==> config.mk <==
export PLATFORM = sky130hd
export DESIGN_NAME = avii_ram
export DESIGN_NICKNAME = d
export VERILOG_FILES = /design/src/avii_ram.sv
export SDC_FILE = /design/constraint.sdc
export NUM_CORES = 2
export LEC_CHECK = 0
export ABC_CLOCK_PERIOD_IN_PS = 4900
export BUFFER_PORTS_ARGS = -buffer_cell sky130_fd_sc_hd__buf_2
export CAP_MARGIN = 15
export CORE_ASPECT_RATIO = 1.75
export CORE_UTILIZATION = 60
export CTS_CLUSTER_DIAMETER = 60
export DETAILED_ROUTE_END_ITERATION = 7
export PLACE_DENSITY = 0.74
export SLEW_MARGIN = 5
export SYNTH_ARGS = -nofsm -noshare
export SYNTH_HDL_FRONTEND = slang
export SYNTH_SLANG_ARGS = --single-unit
==> constraint.sdc <==
create_clock -name clk -period 4.9 [get_ports clk]
set_clock_uncertainty 0.2 [all_clocks]
set_input_delay 0.735 -clock clk [delete_from_list [all_inputs] [get_ports clk]]
set_output_delay 0.735 -clock clk [all_outputs]
set_load 0.05 [all_outputs]
==> src/avii_ram.sv <==
// generic single-port-write ram with registered read
// no dependencies
`timescale 1ns / 1ps
module avii_ram #(
  parameter int WIDTH = 32,
  parameter int DEPTH = 64
) (
  input  logic                     clk,
  input  logic                     we,
  input  logic [$clog2(DEPTH)-1:0] waddr,
  input  logic [WIDTH-1:0]         wdata,
  input  logic [$clog2(DEPTH)-1:0] raddr,
  output logic [WIDTH-1:0]         rdata
);
  logic [WIDTH-1:0] mem [DEPTH];

  // write port and registered read port
  always_ff @(posedge clk) begin
    if (we) mem[waddr] <= wdata;
    rdata <= mem[raddr];
  end
endmodule

Yosys cells after proc, flatten, opt, wreduce, memory -nomap -nowiden. Memory sizes are Yosys's and may differ from the RTL's. A register that Yosys moved wholly into a read port is not among the register bits. Cells that the tools add are included.

Flip-flop bits (word level): 0. Bits in writable memories: 2048. Bits of input ports: 46. Output and inout bits: 32. Word-level logic and storage cells: 3. Memories kept: 1.

Multiplexer cells: 2.

Memory list: mem (depth 64, bits a word 32, rd ports 1, clocked after memory_dff 1, write ports 1, line 15) `logic [WIDTH-1:0] mem [DEPTH];`.

Operators with widths (number): $mux W1 (2).

Longest topological paths before layout.
Depth in word-level cells: 2. Gate-level depth with buffers: 10. Gate-level depth less buffers: 5.

Worst setup path before layout. OpenSTA, ideal clock, no wires.

Kind: input -> register. Start: input waddr[3]. End: memory mem[48][0] (enable). Library setup time: 0.461 ns. Data arrival time: 3.434 ns. Data required time: 4.239 ns. Setup slack: 0.805 ns. Cell stages on the path: 4. Buffers on the path: 1. Cells stage by stage: clkbuf_1 -> nor2b_1 -> nand4b_1 -> nor3_1.

RTL lines: start: declaration (line 10) `input logic [$clog2(DEPTH)-1:0] waddr,`; end: declaration (line 15).

Straight into the memory's write port.

==> impl_metrics.py <==
metrics = {
    "timing": {
        "tns_ns": 0,
        "worst_pin_slew_ns": 1.252,
        "rsz0062_at_grt": "no",
        "hold_viol_final": 0,
        "fin_hold_ws_ns": 0.1690,
        "max_freq_mhz": 296.7,
        "drv_slew": 0,
        "setup_viol": 0,
        "fin_crit_ns": 3.370,
        "period_share": 0.6878,
        "max_slew_margin": 0.1657,
    },
    "routing": {
        "vias": 38146,
        "postRouteAntennaNets": 0,
        "viasPerCell": 7.065,
        "routedWlPerCell_um": 37.83,
        "drc": 0,
        "drt_first_iter_violations": 5048,
        "totalWireLength_um": 204300,
        "drtPass1Iterations": 8,
    },
    "die": {
        "core_area_um2": 129800,
        "fp.dieW_um": 275.5,
        "pin_count": 78,
        "dieArea_um2": 132400,
        "num_rows": 175,
        "initial_core_util": 0.6047,
        "die_y_um": 480.5,
    },
    "clock_tree": {
        "cts_sinks": 2080,
        "clkTransAtPathRegs_ns": 0.07,
        "cts_buffer_depth": 3,
        "clock-root-buffer": "clkbuf_16",
        "numCtsBuffers": 171,
        "cts_resized": 0,
        "cts_max_level": 4,
        "cts_tree": "done",
        "cts_setup_buffers": 0,
        "clk_latency_ns": 0.81,
        "hold_buffers": 0,
    },
    "synthesis": {
        "synth-edff-count": 2048,
        "synth.distinct_cells": 34,
        "netlist_instances": 3324,
        "synthArstFlopShare": 0,
        "synth_flop_cell": "edfxtp_1",
        "ys_ff_latch": 2080,
        "syn_area_um2": 78520,
        "postSynthAreaPerCell_um2": 23.62,
        "ys_seq_area_frac": 0.7914,
        "yosys_warnings": 0,
        "synth.net_count": 3370,
    },
    "placement": {
        "dpl.hpwl_um": 117500,
        "placedCellCount": 5077,
        "placed_cell_area_um2": 82180,
        "gp_congestion": 0.8619,
        "io_buffers": 77,
    },
    "grt": {
        "grt_pass1_vias": 39176,
        "antenna_found_initial": 15,
        "grt-ovfl-total": 0,
        "grt_pass1_wl_um": 287000,
        "grt_max_degree": 84,
        "grt_usage": 0.3172,
    },
    "final_layout": {
        "finalNonFillerCells": 5399,
        "final_nets": 3623,
        "postLayoutCoreUtil": 0.6771,
        "final_cell_mix": "edfxtp_1, mux4_2, clkbuf_16",
        "drive_gt1_frac": 0.3044,
        "area_growth_syn_to_layout_pct": 11.98,
        "mostFrequentLayoutCell": "edfxtp_1",
        "final_area_um2": 87920,
    },
    "worst_setup_path": {
        "worstPathMaxFanout": 58,
        "critical_path_required_ns": 5.33,
        "cp-start-kind": "primary input",
        "cp.arrival_ns": 3.80,
        "worstSetupPathType": "primary input to flop",
        "crit_path_end_kind": "flop",
    },
    "flow_run": {
        "drv_cap": 0,
    },
    "power_and_ir_drop": {
        "ir_drop_mv": 0.3588,
        "leakage_nw": 27.45,
        "powerDensity_nw_per_um2": 403.9,
    },
    "worst_hold_path": {
        "hold_class": "primary input to flop",
    },
    "outcome": {
        "status": "finished, final reports clean",
    },
}
[synth_stat cells (3+ instances only)]
library cell | n | share of area
nor3_1 | 7 | 0.00045
a21oi_1 | 62 | 0.0040
nand2b_1 | 8 | 0.00064
buf_1 | 21 | 0.0010
o22ai_1 | 84 | 0.0067
edfxtp_1 | 2048 | 0.78
or3_1 | 3 | 0.00024
nor2_1 | 137 | 0.0065
o221ai_1 | 27 | 0.0030
and3_1 | 4 | 0.00032
nand3b_1 | 5 | 0.00048
a22oi_1 | 12 | 0.0011
nand3_1 | 5 | 0.00032
buf_4 | 25 | 0.0024
a311oi_1 | 8 | 0.00089
dfxtp_1 | 32 | 0.0082
nand2_1 | 26 | 0.0012
nor2b_1 | 15 | 0.0012
or3b_2 | 3 | 0.00033
a41o_1 | 4 | 0.00051
mux2i_1 | 93 | 0.012
buf_6 | 5 | 0.00072
clkbuf_1 | 74 | 0.0035
buf_2 | 57 | 0.0036
o32ai_1 | 4 | 0.00045
mux4_2 | 544 | 0.16
[worst max-delay path, stage by stage]
cell and delay (ns):
buf_8 0.58, buf_12 0.30, buf_12 0.27, mux4_2 0.57, mux4_2 0.52, o22ai_1 0.51, nor2_1 0.22
[final timing paths]
path         slack, ns  cells past startpoint                   from               endpoint
max               1.53                      7               raddr[0]       rdata[1]$_DFF_P_
min               0.17                      1              wdata[23]  mem[15][23]$_DFFE_PP_
max reg2reg       2.28                      5  mem[37][17]$_DFFE_PP_      rdata[17]$_DFF_P_
min reg2reg       0.59                      4  mem[28][17]$_DFFE_PP_      rdata[17]$_DFF_P_
[sequential cells by signal, summed over array words and instances, names as in the netlist]
signal / cells
rdata: 32
mem: 2048
[cells by family (layout without fill, tap and decap cells)]
logic type      Yosys count  in the layout  share of synthesized area
compound gates          202            202                    0.01673
buf+inv                 182            573                    0.01128
flops                  2080           2080                     0.7914
mux                     637            637                     0.1679
other cells               0              3                          0
simple gates            223            223                    0.01265
[layer usage]
layer,global-route usage,part of all wire
met5,0,0.00052
met4,0.1733,0.064
met3,0.05932,0.10
met2,0.5198,0.51
met1,0.4033,0.33
[per-stage QoR]
step / setup slack (ns) / total power, W
after floorplan: 0.8052 / 0.02120
after global placement: 0.8690 / 0.02206
after detailed placement: 0.7979 / 0.02213
after CTS: 1.639 / 0.03558
after global routing: 1.488 / 0.03628
final: 1.530 / 0.03551
[power by group]
part	switching, W	total (W)	internal [W]
Combinational	0.00132	0.00200	0.000686
Sequential	0.0000830	0.0198	0.0197
Clock	0.00616	0.0137	0.00758
Total	0.00756	0.0355	0.0280
[cell type report]
type / instances / area [um^2]
Sequential cell: 2080 / 62140
Fill cell: 7626 / 41920
Multi-Input combinational cell: 1062 / 15970
Clock buffer: 219 / 4656
Timing Repair Buffer: 262 / 2123
Tap cell: 1681 / 2103
Clock inverter: 92 / 919.6
Antenna cell: 3 / 7.507
No activity file was read; power rests on OpenSTA's default activity.
