<file path="src/avii_divider.sv">
// restoring unsigned divider, one quotient bit per cycle
// no dependencies
`timescale 1ns / 1ps
module avii_divider #(
  parameter int NW = 64,
  parameter int DW = 48
) (
  input  logic          clk,
  input  logic          rst,
  input  logic          start,
  input  logic [NW-1:0] num,
  input  logic [DW-1:0] den,
  output logic          done,
  output logic [NW-1:0] quo
);
  localparam int CW = $clog2(NW + 1);
  logic [NW-1:0] q;
  logic [DW:0]   rem;
  logic [DW-1:0] d;
  logic [CW-1:0] cnt;
  logic          busy;
  logic [DW:0]   trial;

  assign trial = {rem[DW-1:0], q[NW-1]};
  assign quo   = q;

  // shift in one numerator bit, subtract when it fits
  always_ff @(posedge clk) begin
    if (rst) begin
      busy <= 1'b0;
      done <= 1'b0;
    end else begin
      done <= 1'b0;
      if (start) begin
        busy <= 1'b1;
        q    <= num;
        rem  <= '0;
        d    <= den;
        cnt  <= CW'(NW);
      end else if (busy) begin
        if (trial >= {1'b0, d}) begin
          rem <= trial - {1'b0, d};
          q   <= {q[NW-2:0], 1'b1};
        end else begin
          rem <= trial;
          q   <= {q[NW-2:0], 1'b0};
        end
        cnt <= cnt - 1'b1;
        if (cnt == CW'(1)) begin
          busy <= 1'b0;
          done <= 1'b1;
        end
      end
    end
  end
endmodule

</file>
<file path="config.mk">
export PLATFORM = sky130hd
export DESIGN_NAME = avii_divider
export DESIGN_NICKNAME = d
export VERILOG_FILES = /design/src/avii_divider.sv
export SDC_FILE = /design/constraint.sdc
export NUM_CORES = 1
export LEC_CHECK = 0
export BUFFER_PORTS_ARGS = -buffer_cell sky130_fd_sc_hd__buf_2
export CORE_MARGIN = 1
export CORE_UTILIZATION = 31
export CTS_BUF_LIST = sky130_fd_sc_hd__clkbuf_4
export DETAILED_ROUTE_END_ITERATION = 10
export GPL_TIMING_DRIVEN = 0
export PLACE_DENSITY = 0.57
export SETUP_SLACK_MARGIN = 0.5
export SYNTH_ARGS = -nofsm -noshare
export SYNTH_HDL_FRONTEND = slang
export SYNTH_SLANG_ARGS = --single-unit
export TNS_END_PERCENT = 20
</file>
<file path="constraint.sdc">
create_clock -name clk -period 6.6 [get_ports clk]
set_clock_uncertainty 0.05 [all_clocks]
set_input_delay 0.66 -clock clk [delete_from_list [all_inputs] [get_ports clk]]
set_output_delay 0.66 -clock clk [all_outputs]
set_load 0.02 [all_outputs]
</file>
# Yosys cells after proc, flatten, opt, wreduce, memory -nomap -nowiden
# Cells that the tools add are included.
# W data, S select, Z words.
[op_classes] add_sub_neg=2 n_lt_le_gt_ge=1 eq_ne=1 n_mux=10 bitwise_logic=2 reduce_logical=4
[op_table] cell="$mux W64" n=2
[op_table] cell="$mux W48" n=2
[op_table] cell="$ge A49 B48 Y1" n=1
[op_table] cell="$sub A48 B48 Y48" n=1
[op_table] cell="$eq A7 B1 Y1 const B" n=1
[op_table] cell="$mux W7" n=1
[op_table] cell="$sub A7 B1 Y7 const B" n=1
[op_table] cell="$mux W1" n=5
[op_table] cell="$reduce_and A2 Y1" n=2
[op_table] cell="$reduce_or A3 Y1" n=1
[op_table] cell="$not A1 Y1" n=2
[op_table] cell="$reduce_bool A2 Y1" n=1
[word_totals] reg_bits=169 output_inout_bits=65 elab_cells=26

# Logic depth before layout (Yosys ltp)
# Gate-level depths: netlist of run 1.
[logic_depth] word_depth=4 depth_mapped=13 depth_no_buf=12

# Worst setup path before layout of run 1
# OpenSTA, ideal clock, no wires.
[synth_path] kind="in2reg" start="input start" end="register cnt[0] (enable)" arrival_time_ps=6316 required_ps=5950 path_slack_ps=-366 stages=4 path_cell_list="clkbuf_1 -> buf_1 -> nor2_1 -> nor2_1"
[synth_between] elab_chain_cells=2
[synth_lines] item="from (decl)" line="10" text="input logic start,"
[synth_lines] item="$reduce_bool A2 Y1 (no source line)"
[synth_lines] item="$reduce_and A2 Y1 (no source line)"
[synth_lines] item="to (signal assigned)" line="39" text="cnt <= CW'(NW);"
[synth_lines] item="to (signal assigned)" line="48" text="cnt <= cnt - 1'b1;"
[synth_lines] item="to (decl)" line="20" text="logic [CW-1:0] cnt;"
# No other way between the ends.
# A chain may end at the register's enable or synchronous reset.

# Worst setup path after layout of run 1
[layout_path] start="register q[63], in the netlist quo[63]" end="register rem[40] (data pin)"
[layout_between] elab_chain_cells=3 word_cells_on_any_way=4 cone_classes="add/sub (1); order compare (1); mux (2)"
[layout_lines] item="from (decl)" line="17" text="logic [NW-1:0] q;"
[layout_lines] item="from (signal assigned)" line="36" text="q <= num;"
[layout_lines] item="from (signal assigned)" line="43" text="q <= {q[NW-2:0], 1'b1};"
[layout_lines] item="from (signal assigned)" line="46" text="q <= {q[NW-2:0], 1'b0};"
[layout_lines] item="$sub A48 B48 Y48 / $ge A49 B48 Y1 (equally long branches)" line="42, 41"
[layout_lines] item="$mux W48 (*)" line="41" text="if (trial >= {1'b0, d}) begin"
[layout_lines] item="$mux W48 (*)" line="40" text="end else if (busy) begin"
[layout_lines] item="to (signal assigned)" line="42" text="rem <= trial - {1'b0, d};"
[layout_lines] item="to (signal assigned)" line="45" text="rem <= trial;"
[layout_lines] item="to (decl)" line="18" text="logic [DW:0] rem;"
# Mark *: on every way between the ends. The rest lies on a longest branch, timed or not. The select of a mux whose other input is x is not followed.

==> impl_results.md, run 1 <==
- Largest net degree at the start of global routing: 34
- Number of vias in the routed layout: 7,723
- Outcome: complete, no violations
- Synth Area in Compound Gates: 0.134
- Die ar.: 32,500 um^2
- Core Region: between 30,000 and 40,000 um^2
- # placed instances: 1,482
- Worst EP arrival: 4.18 ns
- Yosys warnings: 0
- Drt first pass iters: 6
- Synth Area in Simple Gates: 0.128
- Starting density of the core: 0.318
- Dpl hpwl: just over 20,000 um
- Synth area leaders: edfxtp_1, mux2_2, ha_1
- Top-area cell type share of the netlist area: 0.508
- Clock Tree Buf Depth: 2
- PwrDens: 242 nW/um^2
- CTS tree: yes
- Busiest layer in global routing: met2
- H-tree levels: 4
- Setup Buffers After CTS: 0
- Syn nets: 1,069
- Xor/xnor share of the synthesized area: 0.0328
- Crit path setup slack, layout: 2.76 ns
- Post-place setup slack: between 2 and 3 ns
- RSZ-0062 raised after global routing: false
- GRT met2 Usage: 0.280
- Fill cell count: 3,080
- Vias per cell: 5.09
- Synth unique cells: 68
- Top cell type by total area after synthesis: edfxtp_1
- Hold_buf cts: 0
- Sequential cell area fraction in the yosys report: 0.512
- Hold path cells: 1
- Total CTS buffers: 17
- Top FF cell, synth: edfxtp_1
- Synthesized cell area: 9870 um^2
- Post-route total power: 0.00282 W
- Tcrit/Tclk final: 0.581
- Reg2Reg Depth: 12
- Number of synthesized flops with an enable pin: 167
- Mean Syn Cell Area: 10.9 um^2
- Hold WC Path Type: primary input to flop
- Peak Freq: 0.261 GHz
- Die height: 180 um
- Gr ovfl total: 0
- Final Util: 0.376
- Nets: 1,271
- Area share of fa/ha/maj cells after synthesis: 0.0654
- GR Layer Usage met1: 0.215
- Post-Layout Cell Count: 1,516
- Share of layout cells above drive strength 1: 0.268
- PortBufs: roughly 180
- P_leak: 4.79 nW
- Slew HR: 0.384
- Finish-stage setup viols: 0
- Critical path class: flop to flop
- Vias in the first global route: 7,901
- Final GP Congestion: 0.908
- Asr flop ratio synth: 0
- Detailed Route WL: 27,400 um
- Maximum vdd drop: 0.194 mV
- Routed Antenna Nets: 0
- Min Hold Slack: roughly 0.14 ns
- Row count: 64
- Root buffer cell: clkbuf_4
- CTS clk-pin slew, worst paths: 0.16 ns
- Die width: 180 um
- Clock sink total: 169
- Post-CTS resize count: 0
- Combinational family with the most area after synthesis: compound AO/OA/AOI/OAI gates
- Residual DRC: 0
- Met3 GRT Util: 0.0495
- GRT Total Usage: 0.172
- Mux contribution to synthesized area: 0.0862
- Wire per inst: 18.1 um
- First-pass GRT wire length: 43,200 um
- Synth Register Bits: between 150 and 200
- Final Slew Violations: 0
- Required @ worst endpoint: 6.94 ns
- Max_cap viols: 0
- Slew @ Worst Pin: slightly above 0.9 ns
- Final hold violation count: 0
- Antenna violations before repair: 5
- Io pins: between 150 and 200
- Crit path launch type: flop
- Critical Path Fanout Max: 5
- Worst-Skew Late Latency: between 0.6 and 0.7 ns
- Period minus WS final: 3.84 ns
- CP Capture Type: flop
- Initial DRC count: roughly 480
- Syn Inst Count: around 900
- Synth-to-layout area growth: 18.2%
## report_power, final
part           switching (W)  leakage (nW)  total (W)  internal [W]
logic               0.000504          3.03   0.000840      0.000336
clock network       0.000410         0.146   0.000646      0.000236
registers          0.0000429          1.61    0.00133       0.00129
## synthesized netlist by cell type (all sizes together) (3+ instances only)
cell type	n
edfxtp	167
nor2	87
nand2	68
a21oi	67
mux2	64
inv	63
ha	50
o21ai	44
xnor2	27
nand3	24
a21o	21
clkbuf	21
buf	18
and3	13
mux2i	13
nor3	13
xor2	10
o21bai	9
a31oi	8
nor4	8
a211oi	7
nand2b	7
nand4	7
or3	7
and2	6
and4	6
nor2b	6
o211ai	6
o21a	6
a21boi	4
a41o	4
a311o	3
nor4b	3
## final cells by class
class / count / area (um^2) / area share
flip-flops and latches: 169 / 5050 / 0.433
multi-input cells: 632 / 4410 / 0.378
repair buffers: 183 / 998 / 0.0856
well taps: 396 / 495 / 0.0425
inverters: 63 / 236 / 0.0203
plain buffers: 39 / 176 / 0.0151
clock buffers: 19 / 143 / 0.0122
clock inverters: 13 / 143 / 0.0122
diodes: 2 / 5.00 / 0.000429
## worst paths after layout
kind                     start                     to  slack (ns)
max          quo[63]$_DFFE_PP_  rem[40]$_SDFFCE_PP0P_        2.76
min                    den[44]        d[44]$_DFFE_PP_        0.14
max reg2reg  quo[63]$_DFFE_PP_  rem[40]$_SDFFCE_PP0P_        2.76
min reg2reg    busy$_SDFF_PP0_        done$_SDFF_PP0_        0.46
## critical path: stages, from the launching register on
cell and delay, ns:
edfxtp_1 0.43, inv_1 0.06, ha_1 0.22, fa_1 0.37, nor2b_1 0.23, o2111ai_1 0.20
a21bo_2 0.26, and2_1 0.21, o21ai_2 0.26, o211ai_1 0.14, a2bb2oi_1 0.63, a2111oi_0 0.24
a221o_1 0.32
## flip-flops by register name, summed over array words and instances (netlist names)
name,flops
busy,1
d,48
cnt,7
quo,64
rem,48
done,1
## kinds of logic after synthesis
group / Yosys count
and+or+nand+nor: 263
buffers and inverters: 102
xor gates and xnor gates: 37
muxes: 77
AOI/OAI and AO/OA: 204
adders and majority gates: 51
DFF: 169
## placed cells by master, fill, tap and decap left out, types with 10 or more instances in the layout
cell type,n
clkbuf_4,19
xor2_1,10
mux2_2,64
ha_1,50
xnor2_1,27
clkbuf_1,21
o21ai_0,42
a21o_1,21
buf_2,187
nand2_1,68
and3_1,13
inv_1,63
nor2_1,85
nand3_1,23
a21oi_1,65
edfxtp_1,167
nor3_1,13
mux2i_1,13
## per-layer routing
metal,routed length (um),share of wire
met1,11900,0.43
met2,12500,0.46
met3,2250,0.082
met4,662,0.024
met5,24,0.00088
## stage by stage
stage	instance area, um^2	setup TNS [ns]
2_1_floorplan	9870	0
3_3_place_gp	11300	-108.26
3_5_place_dp	11400	0
4_1_cts	11700	0
5_1_grt	11700	0
6_report	11700	0
No activity file was read; power rests on OpenSTA's default activity.
==> run 2: changes to the inputs <==
Settings changed: PLACE_DENSITY 0.57 to 0.56.
Clock period 6.6 ns to 3.8 ns, I/O delays scaled along.
==> run 2 against run 1 <==
  * Final area up 13%
  * Fmax up 17%
  * First-iteration DRC count up 18%
  * Register-to-register slack worse by 2.3 ns
  * Sequential power up 74%
  * Setup slack worse by 2.3 ns
  * Combinational power up 99%
  * Sequential share of layout area down 5.0 points
  * Core utilization up 4.9 points
  * Count of clock-buffer cells in the layout down 2
  * Global-route usage up 0.77 points
  * Final cell count up 8.8%
  * Critical path type unchanged
  * Critical endpoint unchanged
  * Largest power group unchanged
==> impl_results.md, run 2 (same netlist as run 1, synthesis figures left out) <==
- Most frequent cells in the layout: buf_2, edfxtp_1, dlygate4sd3_1
- Delay-heaviest family, CP: compound AO/OA/AOI/OAI gates
- Number of vias in the routed layout: just over 8,000
- Reg2Reg Depth: 11
- Maximum vdd drop: around 0.35 mV
- Root buffer cell: clkbuf_4
- P_leak: roughly 5.5 nW
- Clock sink total: 169
- H-tree levels: 4
- Core Region: 31,000 um^2
- Required @ worst endpoint: 4.12 ns
- Clock Tree Buf Depth: 2
- Finish-stage setup viols: 0
- Multi-input logic area: 4580 um^2
- Crit-path cells: ha_1 > buf_4 > a21oi_4 > o21ai_2 > a31oi_2 > o22ai_1 > or4_4 > a41oi_4 > buf_6 > nor3_1 > a221o_1
- Period minus WS final: 3.29 ns
- Slew HR: 0.495
- Die width: 180 um
- Final hold violation count: 0
- CTS tree: yes
- Final Slew Violations: 0
- Crit path launch type: flop
- Critical R2R Capture: rem[40]$_SDFFCE_PP0P_
- Detailed Route WL: between 20,000 and 30,000 um
- Worst-Skew Late Latency: 0.62 ns
- Dpl hpwl: 20,700 um
- Post-route total power: 0.00508 W
- # placed instances: 1,482
- Wire per inst: 17.5 um
- Worst Hold Endpoint: d[5]$_DFFE_PP_
- Vias in the first global route: 8,444
- Die ar.: 32,500 um^2
- CP Capture Type: flop
- Max reg flops: between 60 and 70
- Buf/Inv on CP: 2
- Vias per cell: 5.00
- Tcrit/Tclk final: 0.866
- Max_cap viols: 0
- Peak Freq: 0.304 GHz
- Critical Path Fanout Max: 8
- R2r setup slk: 0.51 ns
- First-pass GRT wire length: 45,600 um
- PwrDens: 385 nW/um^2
- Row count: 64
- Outcome: complete, no violations
- Nets: between 1,000 and 1,500
- Io pins: 180
- Die height: between 150 and 200 um
- Leading cell type in the layout, fill and taps excluded: buf_2
- Drt first pass iters: 5
- Worst EP arrival: 3.61 ns
- Synth-to-layout area growth: 33.7%
- Initial DRC count: between 500 and 600
- Fill cell count: 2,965
- Critical path class: flop to flop
- CP max-delay cell: or4_4
- Residual DRC: 0
- Share of layout cells above drive strength 1: 0.291
- CTS clk-pin slew, worst paths: 0.17 ns
- Slew @ Worst Pin: 0.757 ns
- Hold Crit Start: den[5]
- GRT Total Usage: 0.180
- Gr ovfl total: 0
- Hold path cells: 2
- Routed Antenna Nets: 0
- Antenna violations before repair: 1
- Starting density of the core: 0.318
- Crit-path max cell delay: 0.54 ns
- RR Startpoint: rem[35]$_SDFFCE_PP0P_
- Post-Layout Cell Count: 1,650
- PortBufs: 178
- Hold WC Path Type: primary input to flop
- Final GP Congestion: around 0.89
- RSZ-0062 raised after global routing: true
- Total CTS buffers: 17
- Largest net degree at the start of global routing: 34
- Min Hold Slack: 0.415 ns
- Storage element area: 5050 um^2
run 2: cell types whose count changed in the layout (fill, tap and decap cells not counted), moves of 6 or more:
cell and change:
clkbuf_2 +8, buf_4 +23, a21oi_1 -6, clkbuf_1 -11, dlygate4sd3_1 +113, buf_2 -6
run 2: worst max path at each step:
stage                                from                     to  slack (ns)  depth (start not counted)
floorplan                           start   cnt[0]$_SDFFCE_PP0P_        0.59                          4
detailed placement         d[1]$_DFFE_PP_  rem[39]$_SDFFCE_PP0P_        0.11                         12
global placement                    start      quo[52]$_DFFE_PP_       -1.03                          4
global route        rem[31]$_SDFFCE_PP0P_  rem[40]$_SDFFCE_PP0P_        0.39                         11
finish              rem[35]$_SDFFCE_PP0P_  rem[40]$_SDFFCE_PP0P_        0.51                         11
CTS                        d[1]$_DFFE_PP_  rem[23]$_SDFFCE_PP0P_        0.45                         11
run 2: cell type report:
type                    count  area share
flip-flops and latches    169       0.383
multi-input cells         632       0.347
repair buffers            318       0.175
well taps                 396      0.0376
plain buffers              39      0.0185
inverters                  63      0.0179
clock inverters            15      0.0107
clock buffers              17     0.00968
diodes                      1    0.000190
run 2: per-stage QoR:
step	area (um^2)	setup TNS, ns	setup slack (ns)	utilization
global placement	11300	-148.67	-1.03	0.363
global route	13200	0	0.393	0.426
CTS	12900	0	0.453	0.418
detailed placement	11400	0	0.108	0.367
finish	13200	0	0.509	0.426
floorplan	9880	0	0.592	-
run 2: worst reg2reg max path: cells and delay by family, from the launching register on:
family	cells	cell delay, ns
compound gates	6	1.28
fa+ha+maj	1	0.31
simple gates	2	0.59
flops	1	0.45
buf+inv	2	0.36
run 2: layer usage:
metal | track usage | part of all wire
met5 | 0 | 0
met4 | 0.0496 | 0.013
met3 | 0.0467 | 0.061
met2 | 0.302 | 0.48
met1 | 0.228 | 0.45
run 2: what timing repair did:
action                                  CTS  global route
buffers inserted                         11            11
gates resized for setup                  23            56
endpoints found under the setup margin   47            47
gates cloned                              0             0
pin swaps                                 5            11
hold buffers                            113             0
hold endpoints to repair                113             0
run 2: where the power goes:
group | internal (W) | total, W | leakage, nW | switching (W)
combinational | 0.000740 | 0.00167 | 3.69 | 0.000934
sequential | 0.00224 | 0.00232 | 1.61 | 0.0000769
clock | 0.000343 | 0.00108 | 0.152 | 0.000737
total | 0.00333 | 0.00508 | 5.45 | 0.00175
